[src/sv/otfs_pkg.sv]
// Shared types and constants for the OXM TLV field strip block.
// No dependencies; imported by every module of the block.

package otfs_pkg;

	localparam int unsigned CMD_DEPTH_DEF = 4;
	localparam int unsigned OUT_DEPTH_DEF = 4;

	localparam logic [16:0] MATCH_HEAD_BYTES = 17'd4;
	localparam logic [15:0] LEN_MAX = 16'hFFFF;

	// One entry of the work queue between front and back.
	typedef struct packed {
		logic [3:0][7:0] bytes;     // header bytes, or a lone payload byte in bytes[3]
		logic            has_hdr;   // emit all four header bytes
		logic            has_byte;  // emit bytes[3]
		logic            has_len;   // emit the length item after the data
		logic [15:0]     len;
		logic            trunc;
	} cmd_t;

	// One result beat.
	typedef struct packed {
		logic [15:0] out_value;
		logic        is_length;
		logic        run_last;
		logic        truncated;
	} item_t;

	function automatic logic [15:0] sat_add(input logic [15:0] a, input logic [16:0] b);
		logic [16:0] s;
		s = {1'b0, a} + b;
		return (s > {1'b0, LEN_MAX}) ? LEN_MAX : s[15:0];
	endfunction

endpackage

[src/sv/otfs_queue.sv]
// Small register queue with push/full and pop/empty sides.
// Uses otfs_pkg only for the default DEPTH (CMD_DEPTH_DEF).

module otfs_queue import otfs_pkg::*; #(
	parameter int unsigned WIDTH = 8,
	parameter int unsigned DEPTH = CMD_DEPTH_DEF
) (
	input  logic             clk,
	input  logic             arst_n,
	input  logic             push,
	input  logic [WIDTH-1:0] wdata,
	output logic             full,
	input  logic             pop,
	output logic [WIDTH-1:0] rdata,
	output logic             empty
);

	localparam int unsigned PTR_W = (DEPTH > 1) ? $clog2(DEPTH) : 1;
	localparam int unsigned CNT_W = $clog2(DEPTH + 1);

	logic [WIDTH-1:0] slot_q [DEPTH];
	logic [PTR_W-1:0] wr_ptr_q, rd_ptr_q;
	logic [CNT_W-1:0] count_q;
	logic             do_push, do_pop;

	assign full    = (count_q == CNT_W'(DEPTH));
	assign empty   = (count_q == '0);
	assign do_push = push && !full;
	assign do_pop  = pop && !empty;
	assign rdata   = slot_q[rd_ptr_q];

	always_ff @(posedge clk or negedge arst_n) begin
		if (!arst_n) begin
			wr_ptr_q <= '0;
			rd_ptr_q <= '0;
			count_q  <= '0;
		end else begin
			if (do_push) begin
				wr_ptr_q <= (wr_ptr_q == PTR_W'(DEPTH - 1)) ? '0 : wr_ptr_q + 1'b1;
			end
			if (do_pop) begin
				rd_ptr_q <= (rd_ptr_q == PTR_W'(DEPTH - 1)) ? '0 : rd_ptr_q + 1'b1;
			end
			if (do_push && !do_pop) begin
				count_q <= count_q + 1'b1;
			end else if (do_pop && !do_push) begin
				count_q <= count_q - 1'b1;
			end
		end
	end

	always_ff @(posedge clk) begin
		if (do_push) begin
			slot_q[wr_ptr_q] <= wdata;
		end
	end

endmodule

[src/sv/otfs_front.sv]
// Front end: takes one byte per beat, tracks TLV framing and the kept count,
// and turns each byte into a work command. Depends on otfs_pkg.

module otfs_front import otfs_pkg::*; (
	input  logic       clk,
	input  logic       arst_n,
	input  logic       accept,
	input  logic [7:0] data_byte,
	input  logic       last_byte,
	input  logic       cfg_we,
	input  logic [6:0] cfg_field,
	output logic       cmd_push,
	output cmd_t       cmd
);

	logic [6:0]  target_q;
	logic [7:0]  hold_q [3];
	logic [1:0]  hdr_cnt_q;
	logic [7:0]  pl_left_q;
	logic        dropping_q;
	logic [15:0] kept_q;

	logic        in_payload, hdr_done, drop_now;
	logic        emit_byte, emit_hdr;
	logic [15:0] kept_n;
	logic [1:0]  hdr_cnt_n;
	logic [7:0]  pl_left_n;

	always_comb begin
		in_payload = (pl_left_q != '0);
		hdr_done   = !in_payload && (hdr_cnt_q == 2'd3);
		drop_now   = (hold_q[2][7:1] == target_q);
		emit_byte  = in_payload && !dropping_q;
		emit_hdr   = hdr_done && !drop_now;

		kept_n = kept_q;
		if (emit_byte) begin
			kept_n = sat_add(kept_q, 17'd1);
		end else if (emit_hdr) begin
			kept_n = sat_add(kept_q, 17'd4);
		end

		hdr_cnt_n = hdr_cnt_q;
		pl_left_n = pl_left_q;
		if (in_payload) begin
			pl_left_n = pl_left_q - 8'd1;
		end else if (hdr_done) begin
			hdr_cnt_n = '0;
			pl_left_n = data_byte;
		end else begin
			hdr_cnt_n = hdr_cnt_q + 2'd1;
		end

		cmd.bytes    = emit_hdr ? {hold_q[0], hold_q[1], hold_q[2], data_byte}
		                        : {data_byte, 24'd0};
		cmd.has_hdr  = emit_hdr;
		cmd.has_byte = emit_byte;
		cmd.has_len  = last_byte;
		cmd.len      = sat_add(kept_n, MATCH_HEAD_BYTES);
		cmd.trunc    = (hdr_cnt_n != '0) || (pl_left_n != '0);
		cmd_push     = accept && (emit_byte || emit_hdr || last_byte);
	end

	always_ff @(posedge clk or negedge arst_n) begin
		if (!arst_n) begin
			target_q   <= '0;
			hdr_cnt_q  <= '0;
			pl_left_q  <= '0;
			dropping_q <= 1'b0;
			kept_q     <= '0;
		end else begin
			if (cfg_we) begin
				target_q <= cfg_field;
			end
			if (accept) begin
				if (last_byte) begin
					hdr_cnt_q  <= '0;
					pl_left_q  <= '0;
					dropping_q <= 1'b0;
					kept_q     <= '0;
				end else begin
					hdr_cnt_q <= hdr_cnt_n;
					pl_left_q <= pl_left_n;
					kept_q    <= kept_n;
					if (hdr_done) begin
						dropping_q <= drop_now;
					end
				end
			end
		end
	end

	// Hold header bytes 0..2; byte 3 is the current beat when the header closes.
	always_ff @(posedge clk) begin
		for (int i = 0; i < 3; i++) begin
			if (accept && !in_payload && (hdr_cnt_q == 2'(i))) begin
				hold_q[i] <= data_byte;
			end
		end
	end

endmodule

[src/sv/otfs_back.sv]
// Back end: expands one work command into its result beats, one per cycle while the
// work queue holds a command and the result queue has room. Depends on otfs_pkg.

module otfs_back import otfs_pkg::*; (
	input  logic  clk,
	input  logic  arst_n,
	input  cmd_t  cmd,
	input  logic  cmd_empty,
	output logic  cmd_pop,
	input  logic  out_full,
	output logic  item_push,
	output item_t item
);

	logic [2:0] idx_q;
	logic [2:0] n_data, total;
	logic       go, at_end;

	always_comb begin
		n_data = cmd.has_hdr ? 3'd4 : (cmd.has_byte ? 3'd1 : 3'd0);
		total  = n_data + {2'b0, cmd.has_len};
		go     = !cmd_empty && !out_full;
		at_end = (idx_q == total - 3'd1);

		if (idx_q < n_data) begin
			item.out_value = {8'd0, cmd.bytes[2'(3'd3 - idx_q)]};
			item.is_length = 1'b0;
			item.truncated = 1'b0;
		end else begin
			item.out_value = cmd.len;
			item.is_length = 1'b1;
			item.truncated = cmd.trunc;
		end
		item.run_last = at_end;

		item_push = go;
		cmd_pop   = go && at_end;
	end

	always_ff @(posedge clk or negedge arst_n) begin
		if (!arst_n) begin
			idx_q <= '0;
		end else if (go) begin
			idx_q <= at_end ? 3'd0 : idx_q + 3'd1;
		end
	end

endmodule

[src/sv/oxm_tlv_field_strip.sv]
// Top level of the OXM TLV field strip: front, work queue, back, result queue.
// Depends on otfs_pkg, otfs_front, otfs_queue, otfs_back.
//
//  channel   handshake            payload
//  input     push / full          data_byte[7:0], last_byte
//  result    pop / empty          out_value[15:0], is_length, run_last, truncated
//  config    cfg_valid/cfg_ready  target_field[6:0] (cfg_ready is always high)
//
// One byte is accepted per cycle while full is low; the back end drains one result
// beat per cycle while the result queue has room. A kept header yields four beats
// in one go, absorbed by the work and result queues; full rises only when the work
// queue is full.
// arst_n clears framing state, counters, target_field and both queues.

module oxm_tlv_field_strip import otfs_pkg::*; #(
	parameter int unsigned CMD_DEPTH = CMD_DEPTH_DEF,
	parameter int unsigned OUT_DEPTH = OUT_DEPTH_DEF
) (
	input  logic        clk,
	input  logic        arst_n,
	input  logic        push,
	output logic        full,
	input  logic [7:0]  data_byte,
	input  logic        last_byte,
	output logic        empty,
	input  logic        pop,
	output logic [15:0] out_value,
	output logic        is_length,
	output logic        run_last,
	output logic        truncated,
	input  logic        cfg_valid,
	output logic        cfg_ready,
	input  logic [6:0]  target_field
);

	logic  accept, cmd_push, cmd_full, cmd_empty, cmd_pop;
	logic  out_full, item_push;
	cmd_t  cmd_in, cmd_out;
	item_t item_in, item_out;

	assign cfg_ready = 1'b1;
	assign full      = cmd_full;
	assign accept    = push && !cmd_full;

	otfs_front u_front (
		.clk       (clk),
		.arst_n    (arst_n),
		.accept    (accept),
		.data_byte (data_byte),
		.last_byte (last_byte),
		.cfg_we    (cfg_valid && cfg_ready),
		.cfg_field (target_field),
		.cmd_push  (cmd_push),
		.cmd       (cmd_in)
	);

	otfs_queue #(.WIDTH($bits(cmd_t)), .DEPTH(CMD_DEPTH)) u_cmd_q (
		.clk    (clk),
		.arst_n (arst_n),
		.push   (cmd_push),
		.wdata  (cmd_in),
		.full   (cmd_full),
		.pop    (cmd_pop),
		.rdata  (cmd_out),
		.empty  (cmd_empty)
	);

	otfs_back u_back (
		.clk       (clk),
		.arst_n    (arst_n),
		.cmd       (cmd_out),
		.cmd_empty (cmd_empty),
		.cmd_pop   (cmd_pop),
		.out_full  (out_full),
		.item_push (item_push),
		.item      (item_in)
	);

	otfs_queue #(.WIDTH($bits(item_t)), .DEPTH(OUT_DEPTH)) u_out_q (
		.clk    (clk),
		.arst_n (arst_n),
		.push   (item_push),
		.wdata  (item_in),
		.full   (out_full),
		.pop    (pop),
		.rdata  (item_out),
		.empty  (empty)
	);

	assign out_value = item_out.out_value;
	assign is_length = item_out.is_length;
	assign run_last  = item_out.run_last;
	assign truncated = item_out.truncated;

endmodule

[config.mk]
export PLATFORM = sky130hd
export DESIGN_NAME = oxm_tlv_field_strip
export DESIGN_NICKNAME = d
export VERILOG_FILES = /design/src/sv/otfs_pkg.sv /design/src/sv/otfs_queue.sv /design/src/sv/otfs_front.sv /design/src/sv/otfs_back.sv /design/src/sv/oxm_tlv_field_strip.sv
export SDC_FILE = /design/constraint.sdc
export NUM_CORES = 1
export LEC_CHECK = 0
export BUFFER_PORTS_ARGS = -buffer_cell sky130_fd_sc_hd__clkbuf_2
export CORE_ASPECT_RATIO = 0.75
export CORE_MARGIN = 2
export CORE_UTILIZATION = 50
export CTS_BUF_LIST = sky130_fd_sc_hd__clkbuf_2
export CTS_CLUSTER_DIAMETER = 100
export DETAILED_ROUTE_END_ITERATION = 7
export HOLD_SLACK_MARGIN = 0.06
export PLACE_DENSITY = 0.71
export SYNTH_ARGS = -nofsm -noshare
export SYNTH_HDL_FRONTEND = slang
export SYNTH_SLANG_ARGS = --single-unit
[constraint.sdc]
create_clock -name clk -period 12.6 [get_ports clk]
set_clock_uncertainty 0.05 [all_clocks]
set_input_delay 1.26 -clock clk [delete_from_list [all_inputs] [get_ports clk]]
set_output_delay 1.26 -clock clk [all_outputs]
set_load 0.05 [all_outputs]
### After elaboration in Yosys (flattened, before gate mapping)

Memories as Yosys holds them, arrays and structs flattened.
Cells that the tools add are included.

| storage, ports and cells | value |
|---|---|
| RAM bits | 308 |
| register bits after elaboration | 51 |
| memories | 3 |
| bits of input ports | 21 |
| output and inout bits | 22 |

Memory list:

| memory | depth | width | rd ports | clocked after Yosys merged registers in | write ports | line | source |
|---|---|---|---|---|---|---|---|
| u_cmd_q.slot_q | 4 | 52 | 1 | 0 | 1 | otfs_queue.sv:21 | `logic [WIDTH-1:0] slot_q [DEPTH];` |
| u_out_q.slot_q | 4 | 19 | 1 | 0 | 1 | otfs_queue.sv:21 |  |
| u_front.hold_q | 3 | 8 | 3 | 0 | 1 | otfs_front.sv:17 | `logic [7:0] hold_q [3];` |

| cells by class | value |
|---|---|
| muxes and demuxes | 46 |
| reductions and logical operators | 45 |
| $lt $le $gt $ge | 5 |
| $add $sub $neg | 17 |
| eq/ne operators | 11 |

Operator list:

| kind | count |
|---|---|
| 16-bit two-way mux | 6 |
| 17-bit by 16-bit > comparator with 1-bit output (second input constant) | 3 |
| 8-bit two-way mux | 6 |
| 16-bit by 3-bit adder with 17-bit output (second input constant) | 2 |
| 32-bit two-way mux | 1 |
| 1-bit logical AND | 19 |
| 2-bit two-way mux | 9 |
| 3-bit two-way mux | 6 |
| 16-bit by 1-bit adder with 17-bit output (second input constant) | 1 |
| 17-bit two-way mux | 1 |
| 8-bit binary-select mux with 2-bit select | 1 |
| 1-bit two-way mux | 16 |
| 8-bit nonzero test | 2 |
| 8-bit OR reduction | 2 |
| 2-bit equality test (second input constant) | 6 |
| 1-bit logical NOT | 11 |
| 2-bit by 1-bit adder with 2-bit output (second input constant) | 5 |
| 3-bit by 1-bit adder with 3-bit output (second input constant) | 3 |
| 3-bit by 1-bit subtractor with 3-bit output (second input constant) | 3 |
| 2-bit nonzero test | 4 |
| 8-bit by 1-bit subtractor with 8-bit output (second input constant) | 1 |
| 7-bit equality test | 1 |
| 3-bit equality test (second input constant) | 2 |
| 3-bit logical NOT | 2 |
| other kinds (9) | 11 |

### Depth between registers and ports, before layout

| depth | value |
|---|---|
| word-level depth | 12 |
| mapped depth | 18 |
| depth with buffers taken out | 15 |

### By module

A second synthesis with hierarchy kept.

| second synthesis, totals | value |
|---|---|
| cell total of the unflattened synthesis | 976 |
| area total of the unflattened synthesis | 16060.4 um2 |

Modules (own cells, without submodules):

| module | area each (um2) | instances | cells an instance |
|---|---|---|---|
| otfs_queue (u_cmd_q) | 7945.1 | 1 | 309 |
| otfs_front | 4279.1 | 1 | 469 |
| otfs_queue (u_out_q) | 3190.6 | 1 | 136 |
| otfs_back | 620.6 | 1 | 59 |
| oxm_tlv_field_strip | 25.0 | 1 | 3 |

### Least setup slack after synthesis

No wires, ideal clock.

| path | value |
|---|---|
| path kind | flip-flop to flip-flop |
| start | register u_cmd_q.rd_ptr_q[0] |
| end | register u_cmd_q.count_q[1] |
| cell stages (with the launch flop) | 14 |
| setup time | 0.125 ns |
| buffers on the path | 3 |
| path slack | 8.328 ns |
| data arrival time | 4.097 ns |
| cells stage by stage | dfrtp_1 > clkbuf_1 > clkbuf_1 > buf_1 > mux4_2 > inv_1 > ha_1 > xnor2_1 > nor2_1 > nand2_1 > ha_1 > inv_1 > fa_1 > mux2_2 |

RTL lines:

| element | line | source |
|---|---|---|
| start, declared | otfs_queue.sv:22 | `logic [PTR_W-1:0] wr_ptr_q, rd_ptr_q;` |
| start signal, assigned | otfs_queue.sv:42 | `rd_ptr_q <= (rd_ptr_q == PTR_W'(DEPTH - 1)) ? '0 : rd_ptr_q + 1'b1;` |
| end signal, assigned | otfs_queue.sv:45 | `count_q <= count_q + 1'b1;` |
| end signal, assigned | otfs_queue.sv:47 | `count_q <= count_q - 1'b1;` |
| end, declared | otfs_queue.sv:23 | `logic [CNT_W-1:0] count_q;` |

==> out/qor.csv <==
metric;value;unit
outcome;completed;
gpl congestion;0.931;
top_reg_cell synth;edfxtp_1;
clock slew seen by the registers of the worst setup and hold paths;0.11;ns
cts repair resizes;0;
DRC Markers;0;
setup_tns;0;ns
unique cell type count in the Yosys netlist;72;
P_sw;1.77;mW
CTS tree;yes;
final setup fails;0;
FILL cells;2527;
final hold vios;0;
sw frac;38.8;%
drt pass-1 iters;6;
worst reg2reg startpoint;u_front.pl_left_q[0];
FMAX;210;MHz
largest family of logic cells by synthesized area;multiplexers;
CP Data Required Time;13.24;ns
Die H;158;µm
layout cells sized above 1;27.9;%
worst rel slew slack;19.0;%
Worst-Margin Slew;1.21;ns
Tot Pwr;4.57;mW
number of post-CTS setup repair buffers;0;
WS Path Type;flop to flop;
yosys warns;0;
FP Rows;56;
CP startpoint;u_front.pl_left_q[0];
Post-Syn Instances;978;
H-tree lvl count;3;
Static Leak;6.12;nW
number of enable flip-flop cells after synthesis;308;
final wirelength;32000;µm
Seq cells post-synth;359;
post-synthesis mux area share;12.9;%
Post-Synth XOR/XNOR Area;2.17;%
Compound-Gate Fraction of Synth Area;4.81;%
clk_lat worst skew;0.93;ns
CP Launch Type;flop;
gr ovfl total;0;
antenna viol nets, final;0;
post-synthesis sequential area ratio;66.8;%
syn nets;1027;
Mapped Area;0.0158;mm²
global-route wire length before repair;49800;µm
Max VDD drop;171;µV
WL per Instance;20.8;µm
Num Clock Sinks;359;
CTS root buffer;clkbuf_2;
Tcrit/Tclk final;37.7;%
power share of the combinational group;39.9;%
DPL Wire Length;20200;µm
Iter 0 DRT Violations;895;
Tmin final;4.76;ns
Worst setup EP type;flop;
IO buf count;41;
Initial Util;50.6;%
number of max-cap violations;0;
CP max FO;17;
GRT Total Usage;20.0;%
internal power;2.80;mW
Simple-Gate Fraction of Synth Area;8.68;%
Num CTS Buffers;85;
maximum buffer depth of the clock tree;3;
RSZ-0062 raised after global routing;false;
Final Max Slew Viols;0;
CP arrival;5.40;ns
IO Pins;43;
fin nets;1114;
synthesized area per cell;16.1;µm²
final hold slack;0.406;ns
hold buffers post-CTS;0;
HP Class;input port to asynchronous set/reset pin;
asr flop ratio synth;14.2;%
vias in the first global route;8687;
Reg power frac;44.0;%
core area;0.0311;mm²
die area;0.0330;mm²
pin count of the biggest net entering global routing;55;
Post-Synth Adder-Cell Area;2.32;%
routed vias;8942;
Vias/cell;5.81;
clock power share;16.1;%
post-layout util;54.9;%
initial antenna violation count;1;
layout overhead on the synthesized area;8.34;%
DIE WIDTH;209;µm
PD cells;268;mW/mm²
kinds of logic (layout without fill, tap and decap cells):
logic type               count (synthesis)  count (layout)
flip-flops                             359             359
multiplexers                           102             102
AND/OR/NAND/NOR                        263             263
AO/OA/AOI/OAI                          110             110
buffers and inverters                   76             230
other                                    1               2
adder cells (fa/ha/maj)                 28              28
XOR/XNOR                                39              39
worst max-delay path, stage by stage, from the launching register on:
cell      delay [ns]
dfrtp_1         0.43
inv_1           0.12
ha_1            0.16
or3b_2          0.48
o21ai_1         0.67
inv_1           0.53
nand2_1         0.29
nor2_1          0.08
nor3_1          0.41
ha_1            0.29
nand3_1         0.14
and2b_4         0.35
nand4_4         0.28
nand2b_1        0.26
cell type report:
type	instances	area, µm²	share of cell area (%)
inverter	24	90.1	0.528
tap	406	508	2.98
timing repair buffer	52	288	1.69
clock inverter	26	130	0.763
antenna	1	2.50	0.0147
multi-input combinational	543	4870	28.6
clock buffer	128	641	3.75
sequential	359	10500	61.7
cell usage after synthesis (3+ instances only):
library cell / n / share of area [%]
o211a_1: 3 / 0.19
mux2i_1: 3 / 0.19
nand4_1: 10 / 0.40
nand3_1: 14 / 0.44
xor2_1: 18 / 1.0
ha_1: 26 / 2.1
xnor2_1: 21 / 1.2
nor2_1: 36 / 0.86
and2_1: 34 / 1.4
nand2_2: 7 / 0.28
o21ai_0: 35 / 1.1
buf_2: 5 / 0.16
mux4_2: 79 / 11
nor3_1: 24 / 0.76
a31oi_1: 4 / 0.16
a22o_1: 10 / 0.56
nand2_1: 81 / 1.9
o221ai_1: 3 / 0.17
or4_1: 3 / 0.14
inv_1: 22 / 0.52
and3_1: 8 / 0.32
buf_1: 7 / 0.17
edfxtp_1: 308 / 59
clkbuf_1: 29 / 0.69
a21o_1: 3 / 0.14
o22ai_1: 7 / 0.28
buf_4: 4 / 0.19
buf_6: 5 / 0.36
nand2b_1: 6 / 0.24
nor2b_1: 10 / 0.40
dfrtp_1: 51 / 8.1
or3_1: 5 / 0.20
mux2_2: 19 / 1.4
nor3b_1: 4 / 0.19
nor4_1: 9 / 0.36
a21oi_1: 22 / 0.70
layer usage:
layer	global-route usage [%]	wire (µm)
met1	30.3	14900
met5	0	0
met4	6.70	683
met2	28.3	13600
met3	5.14	2730
sequential cells by signal, summed over array words and instances (netlist names):
name	cells
u_out_q.wr_ptr_q	2
u_cmd_q.slot_q	208
u_front.target_q	7
u_front.hdr_cnt_q	2
u_front.dropping_q	1
u_back.idx_q	3
u_out_q.rd_ptr_q	2
u_front.hold_q	24
u_out_q.count_q	3
u_front.kept_q	16
u_front.pl_left_q	8
u_cmd_q.wr_ptr_q	2
u_cmd_q.rd_ptr_q	2
u_cmd_q.count_q	3
u_out_q.slot_q	76
through the flow:
step	cells	worst slack (ns)	instance area [µm²]
2_1_floorplan	978	8.33	15800
3_3_place_gp	1384	8.27	16300
3_5_place_dp	1384	8.05	16300
4_1_cts	1538	7.94	17100
5_1_grt	1539	7.49	17100
6_report	1539	7.84	17100
worst paths after layout:
| check | to | slack [ns] | depth (start not counted) |
|---|---|---|---|
| worst max-delay path | u_cmd_q.slot_q[0][4] | 7.84 | 13 |
| worst min-delay path | u_front.kept_q[10] | 0.41 | 2 |
| worst max register to register | u_cmd_q.slot_q[0][4] | 7.84 | 13 |
| worst min register to register | u_out_q.count_q[2] | 0.45 | 1 |
| max in group asynchronous | u_cmd_q.rd_ptr_q[0] | 11.54 | 2 |
| min in group clk | u_out_q.count_q[2] | 0.45 | 1 |
power by group through the flow:
stage	logic [mW]	registers, mW	clock network [mW]
floorplan	1.44	1.93	0
global placement	1.79	2.03	0
detailed placement	1.82	2.04	0
CTS	1.83	2.02	0.761
global route	1.98	2.05	0.822
finish	1.82	2.01	0.736
cell usage in the layout (no fill, tap or decap), types with 10 or more instances in the layout:
cell / netlist / final
edfxtp_1: 308 / 308
clkinv_1: 0 / 20
nand2_1: 81 / 81
a21oi_1: 22 / 22
ha_1: 26 / 26
and2_1: 34 / 30
nand3_1: 14 / 14
xnor2_1: 21 / 21
xor2_1: 18 / 18
mux2_2: 19 / 19
nor2b_1: 10 / 10
nand4_1: 10 / 10
nor3_1: 24 / 24
buf_4: 4 / 11
dfrtp_1: 51 / 49
clkbuf_2: 1 / 169
mux4_2: 79 / 79
a22o_1: 10 / 10
o21ai_0: 35 / 35
nor2_1: 36 / 36
inv_1: 22 / 22
No activity file was read; power rests on OpenSTA's default activity.
